### config.mk
export PLATFORM = sky130hd
export DESIGN_NAME = uvs_turn_div
export DESIGN_NICKNAME = d
export VERILOG_FILES = /design/src/uv_sphere_vertex_generator_top_defines.svh /design/src/uvs_pkg.sv /design/src/uvs_turn_div.sv
export SDC_FILE = /design/constraint.sdc
export NUM_CORES = 2
export LEC_CHECK = 0
export BUFFER_PORTS_ARGS = -buffer_cell sky130_fd_sc_hd__buf_2
export CORE_ASPECT_RATIO = 0.75
export CORE_MARGIN = 1.5
export CORE_UTILIZATION = 40
export DETAILED_ROUTE_END_ITERATION = 8
export REMOVE_ABC_BUFFERS = 1
export SLEW_MARGIN = 10
export SYNTH_ARGS = -nofsm -noshare
export SYNTH_HDL_FRONTEND = slang
export SYNTH_SLANG_ARGS = --single-unit
### constraint.sdc
create_clock -name clk -period 26 [get_ports clk]
set_input_delay 2.6 -clock clk [delete_from_list [all_inputs] [get_ports clk]]
set_output_delay 2.6 -clock clk [all_outputs]
set_load 0.03 [all_outputs]
### src/uv_sphere_vertex_generator_top_defines.svh
// Assertion helpers for the UV sphere vertex generator.
`ifndef UV_SPHERE_VERTEX_GENERATOR_TOP_DEFINES_SVH
`define UV_SPHERE_VERTEX_GENERATOR_TOP_DEFINES_SVH

// same-cycle implication, checked while out of reset
`define UVS_ASSERT_IMP(name, clk, rst_n, ante, cons) \
	name: assert property (@(posedge clk) disable iff (!rst_n) (ante) |-> (cons)) \
		else $error("uvs: same-cycle check failed");

// next-cycle implication, checked while out of reset
`define UVS_ASSERT_NXT(name, clk, rst_n, ante, cons) \
	name: assert property (@(posedge clk) disable iff (!rst_n) (ante) |=> (cons)) \
		else $error("uvs: next-cycle check failed");

`endif

### src/uvs_pkg.sv
package uvs_pkg;

	localparam int MAX_BANDS = 256;
	localparam int FRAC_BITS = 15;
	localparam int N_TERMS   = 7;
	localparam int DIV_STG   = 4;
	localparam int DIV_BITS  = 8;
	// fold + square + three stages per series term + unfold
	localparam int SC_LAT    = 2 + 3 * N_TERMS + 1;

	localparam logic [30:0] PIO2_Q30    = 31'd1686629713;
	localparam logic [30:0] Q30_ONE     = 31'h4000_0000;
	localparam logic [29:0] TURN_EIGHTH = 30'h2000_0000;

	// series divisors and floor(2^32 / divisor)
	localparam logic [7:0] SIN_DIV [1:7] = '{8'd6, 8'd20, 8'd42, 8'd72, 8'd110, 8'd156, 8'd210};
	localparam logic [7:0] COS_DIV [1:7] = '{8'd2, 8'd12, 8'd30, 8'd56, 8'd90, 8'd132, 8'd182};
	localparam logic [31:0] SIN_RECIP [1:7] = '{32'd715827882, 32'd214748364, 32'd102261126,
		32'd59652323, 32'd39045157, 32'd27531841, 32'd20452225};
	localparam logic [31:0] COS_RECIP [1:7] = '{32'd2147483648, 32'd357913941, 32'd143165576,
		32'd76695844, 32'd47721858, 32'd32537631, 32'd23598721};

	typedef struct packed {
		logic        valid;
		logic        oor;
		logic        has_quad;
		logic [16:0] first;
		logic [16:0] second;
	} tag_t;

	typedef struct packed {
		logic [9:0] rem;
		logic [7:0] bits;
	} div_step_t;

	// eight restoring division steps, remainder stays below den
	function automatic div_step_t div_step8(input logic [9:0] rem, input logic [9:0] den);
		logic [10:0] r;
		div_step_t   res;
		r = {1'b0, rem};
		res.bits = '0;
		for (int i = 0; i < DIV_BITS; i++) begin
			r = {r[9:0], 1'b0};
			if (r >= {1'b0, den}) begin
				r = r - {1'b0, den};
				res.bits[DIV_BITS-1-i] = 1'b1;
			end
		end
		res.rem = r[9:0];
		return res;
	endfunction

endpackage

### src/uvs_turn_div.sv
module uvs_turn_div import uvs_pkg::*; (
	input  logic        clk,
	input  logic        arst_n,
	input  logic        adv,
	input  tag_t        tag_i,
	input  logic [8:0]  lat,
	input  logic [8:0]  lon,
	input  logic [8:0]  lat_bands,
	input  logic [8:0]  lon_bands,
	output tag_t        tag_o,
	output logic [31:0] turn_th,
	output logic [31:0] turn_ph
);

	tag_t       tag_s1;
	logic [9:0] dth_s1, dph_s1, rth_s1, rph_s1;

	always_ff @(posedge clk or negedge arst_n) begin
		if (!arst_n) begin
			tag_s1 <= '0;
		end else if (adv) begin
			tag_s1        <= tag_i;
			tag_s1.second <= tag_i.first + 17'(lon_bands) + 17'd1;
		end
	end

	// theta divides by 2*lat_bands, phi by lon_bands; integer part of phi dropped (mod turn)
	always_ff @(posedge clk) begin
		if (adv) begin
			dth_s1 <= {lat_bands, 1'b0};
			dph_s1 <= {1'b0, lon_bands};
			rth_s1 <= {1'b0, lat};
			rph_s1 <= (lon >= lon_bands) ? {1'b0, lon - lon_bands} : {1'b0, lon};
		end
	end

	tag_t        tag_c [0:DIV_STG];
	logic [9:0]  dth_c [0:DIV_STG];
	logic [9:0]  dph_c [0:DIV_STG];
	logic [9:0]  rth_c [0:DIV_STG];
	logic [9:0]  rph_c [0:DIV_STG];
	logic [31:0] qth_c [0:DIV_STG];
	logic [31:0] qph_c [0:DIV_STG];

	assign tag_c[0] = tag_s1;
	assign dth_c[0] = dth_s1;
	assign dph_c[0] = dph_s1;
	assign rth_c[0] = rth_s1;
	assign rph_c[0] = rph_s1;
	assign qth_c[0] = '0;
	assign qph_c[0] = '0;

	for (genvar j = 0; j < DIV_STG; j++) begin : g_div
		div_step_t   sth, sph;
		tag_t        tag_s1;
		logic [9:0]  dth_s1, dph_s1, rth_s1, rph_s1;
		logic [31:0] qth_s1, qph_s1;

		always_comb begin
			sth = div_step8(rth_c[j], dth_c[j]);
			sph = div_step8(rph_c[j], dph_c[j]);
		end

		always_ff @(posedge clk or negedge arst_n) begin
			if (!arst_n) begin
				tag_s1 <= '0;
			end else if (adv) begin
				tag_s1 <= tag_c[j];
			end
		end

		always_ff @(posedge clk) begin
			if (adv) begin
				dth_s1 <= dth_c[j];
				dph_s1 <= dph_c[j];
				rth_s1 <= sth.rem;
				rph_s1 <= sph.rem;
				qth_s1 <= {qth_c[j][31-DIV_BITS:0], sth.bits};
				qph_s1 <= {qph_c[j][31-DIV_BITS:0], sph.bits};
			end
		end

		assign tag_c[j+1] = tag_s1;
		assign dth_c[j+1] = dth_s1;
		assign dph_c[j+1] = dph_s1;
		assign rth_c[j+1] = rth_s1;
		assign rph_c[j+1] = rph_s1;
		assign qth_c[j+1] = qth_s1;
		assign qph_c[j+1] = qph_s1;
	end

	assign tag_o   = tag_c[DIV_STG];
	assign turn_th = qth_c[DIV_STG];
	assign turn_ph = qph_c[DIV_STG];

endmodule

==> summary.md <==
| Metric | Value |
|---|---|
| DRT iter0 DRCs | 2532 |
| Most area-consuming cells after synthesis | edfxtp_1 (20%), ha_1 (15%), dfrtp_1 (10%) |
| Top cell type's share of synthesized area | 20.0% |
| CTS tree | yes |
| Fin nets | 5639 |
| Seq/Total Area, Yosys | 30.0% |
| RR Startpoint | dph_s1[0] |
| First-pass detailed-route iteration total | 5 |
| CTS resizes | 0 |
| Endpoints failing hold | 0 |
| Least-Margin Pin Slew | 1.20 ns |
| CP Class | reg -> reg |
| Syn-to-layout area delta | 8.83% |
| Via Count | 36700 |
| HP Class | reg -> reg |
| Total track usage | 19.4% |
| Crit-path slowest cell | fa_1 |
| RR Endpoint | g_div[0].rph_s1[6] |
| Worst Path Buf+Inv | 8 |
| Final Slew Violations | 0 |
| Clock slew at reported path FFs | 0.06 ns |
| Post-DP HPWL | 88400 µm |
| Fill count | 11100 |
| Mean Syn Cell Area | 9.42 µm² |
| Die ar. | 118000 µm² |
| Crit path top cell by count | a21o_1 |
| # H-tree levels | 2 |
| Crit-path leading delay family | compound AO/OA/AOI/OAI gates |
| Root Driver | clkbuf_16 |
| PortBufs | 159 |
| Status | complete, no violations |
| Layout cells sized above 1 | 13.8% |
| Post-Synthesis Cell Area | 46200 µm² |
| Worst path arrival time | 22.36 ns |
| RSZ-0062 raised after global routing | no |
| Area leader, netlist | edfxtp_1 |
| # setup viols final | 0 |
| Post-CTS setup buffers | 0 |
| Register Area | 13800 µm² |
| Reg2reg path depth | 88 |
| Pin count of the biggest net entering global routing | 114 |
| Post-synthesis async set-or-reset flop share | 37.6% |
| Vias in the first global route | 34800 |
| Max Fanout on Critical Path | 21 |
| Vias per cell | 5.57 |
| Hold depth | 0 |
| Routed Antenna Nets | 0 |
| Number of diodes | 0 |
| Die W | 395 µm |
| Slew HR | 19.8% |
| Die height | 297 µm |
| Gr ovfl total | 0 |
| Clk_lat worst skew | 0.67 ns |
| Initial antenna violation count | 10 |
| Reg2Reg Setup Slack | 4.03 ns |
| EDFF count, synth | 307 |
| Maxcap violations | 0 |
| Cells after Synth | 4904 |
| CP max stage delay | 0.57 ns |
| Critical hold path startpoint | g_div[2].qph_s1[21] |
| Multi-input combinational cell area | 30500 µm² |
| WHS Endpoint | turn_ph[29] |
| # IOs | 177 |
| Hold Buf Count CTS | 0 |
| Tmin final | 21.97 ns |
| Starting Density | 40.5% |
| Num rows | 107 |
| Fmax | 45.5 MHz |
| CTS max path bufs | 3 |
| Ys Warns | 0 |
| TNS Setup | 0 ns |
| Crit path required time | 26.39 ns |
| Cts bufs inserted | 55 |
| Crit end category | flop |
| WL final | 116000 µm |
| CP startpoint kind | flop |
| Drc violations | 0 |
| Top_reg_cell synth | edfxtp_1 |
| Yosys reg bits | 492 |
| First-pass GRT wire length | 188000 µm |
| Area of the core | 114000 µm² |
| Fin crit share | 84.5% |
| Clock Sinks | 492 |
| RePlAce Congestion | 0.895 |
| Drt wl/cell | 17.7 µm |
| Skew final | 0.0370 ns |
| Synth unique cells | 102 |
logic make-up (layout without fill, tap and decap cells):
family / count (synthesis) / after routing / share of synthesized area [%]
AO/OA/AOI/OAI: 1448 / 1448 / 20.8
multiplexers: 425 / 425 / 10.3
AND/OR/NAND/NOR: 1187 / 1187 / 12.9
XOR/XNOR: 370 / 370 / 7.03
adder cells (fa/ha/maj): 549 / 549 / 15.1
buffers and inverters: 433 / 589 / 3.92
flip-flops: 492 / 492 / 30.0
how the worst max path moves through the flow:
stage                  startpoint                  to  slack [ns]  cells past startpoint
2_1_floorplan           dph_s1[0]  g_div[0].rph_s1[2]        7.58                     87
3_3_place_gp            dph_s1[0]  g_div[0].rph_s1[8]        4.61                     88
3_5_place_dp            dph_s1[0]  g_div[0].rph_s1[8]        4.52                     88
4_1_cts                 dph_s1[0]  g_div[0].rph_s1[8]        4.42                     88
6_report                dph_s1[0]  g_div[0].rph_s1[6]        4.03                     88
5_1_grt        g_div[1].dph_s1[0]  g_div[2].rph_s1[3]        2.29                     83
routing by layer:
metal	wire (µm)	global-route usage (%)
met1	60200	29.9
met2	46200	27.5
met3	7200	3.42
met4	2690	5.17
met5	105	0
layout by cell type (no fill, tap or decap), drive strengths merged, types with 57 or more instances in the layout:
cell type / synthesis / layout
xnor2: 234 / 234
xor2: 136 / 136
ha: 538 / 538
o21a: 80 / 80
mux2: 361 / 361
edfxtp: 307 / 307
o21ai: 286 / 286
inv: 292 / 302
buf: 60 / 188
nand2: 243 / 243
nor3: 97 / 97
nor2b: 67 / 67
a21o: 321 / 321
mux2i: 64 / 64
nand3: 60 / 60
nand2b: 93 / 93
dfrtp: 185 / 185
clkbuf: 75 / 72
a21oi: 380 / 380
and3: 57 / 57
nor2: 352 / 352
cells in the mapped netlist, drive strengths merged, types with 14 or more instances:
master,number
xnor2,234
o21ai,286
a21oi,380
a21o,321
and4,34
xor2,136
nand3,60
or2,19
a21boi,30
o21bai,42
o211ai,24
clkbuf,75
o31ai,47
a211oi,23
and2,36
mux2,361
nand4,54
nand2,243
ha,538
edfxtp,307
nor2b,67
inv,292
or3,27
mux2i,64
a211o,17
and3,57
o221ai,20
nor3,97
o31a,14
buf,60
nor2,352
a221oi,19
dfrtp,185
nand2b,93
a31oi,28
a221o,29
o21a,80
per-stage QoR:
step	utilization, %	setup slack (ns)	cell area, µm²	instances	hold WS (ns)
5_1_grt	44.1	2.29	50300	6586	0.426
6_report	44.1	4.03	50300	6586	0.415
3_5_place_dp	42.5	4.52	48400	6483	0.405
3_3_place_gp	42.5	4.61	48400	6483	0.401
2_1_floorplan	-	7.58	45500	4769	0.400
4_1_cts	44.1	4.42	50200	6586	0.417
cell type report:
cell class                 count  area share [%]
multi-input combinational   3979            60.7
tap                         1526            3.80
inverter                     298            2.23
clock buffer                  72            3.08
timing repair buffer         188            2.06
clock inverter                31           0.543
sequential                   492            27.6
sequential cells by signal, indices dropped and copies added, names as in the netlist:
| signal | flops |
|---|---|
| rph_s1 | 9 |
| g_div.dph_s1 | 27 |
| g_div.rph_s1 | 30 |
| dth_s1 | 9 |
| dph_s1 | 9 |
| g_div.qth_s1 | 48 |
| tag_c | 37 |
| g_div.rth_s1 | 27 |
| rth_s1 | 9 |
| g_div.tag_s1 | 111 |
| turn_ph | 32 |
| g_div.qph_s1 | 48 |
| g_div.dth_s1 | 27 |
| turn_th | 32 |
| tag_o | 37 |
Power is not shown: default switching activity piles up to over one toggle a cycle in this logic, so the estimate is an artifact.
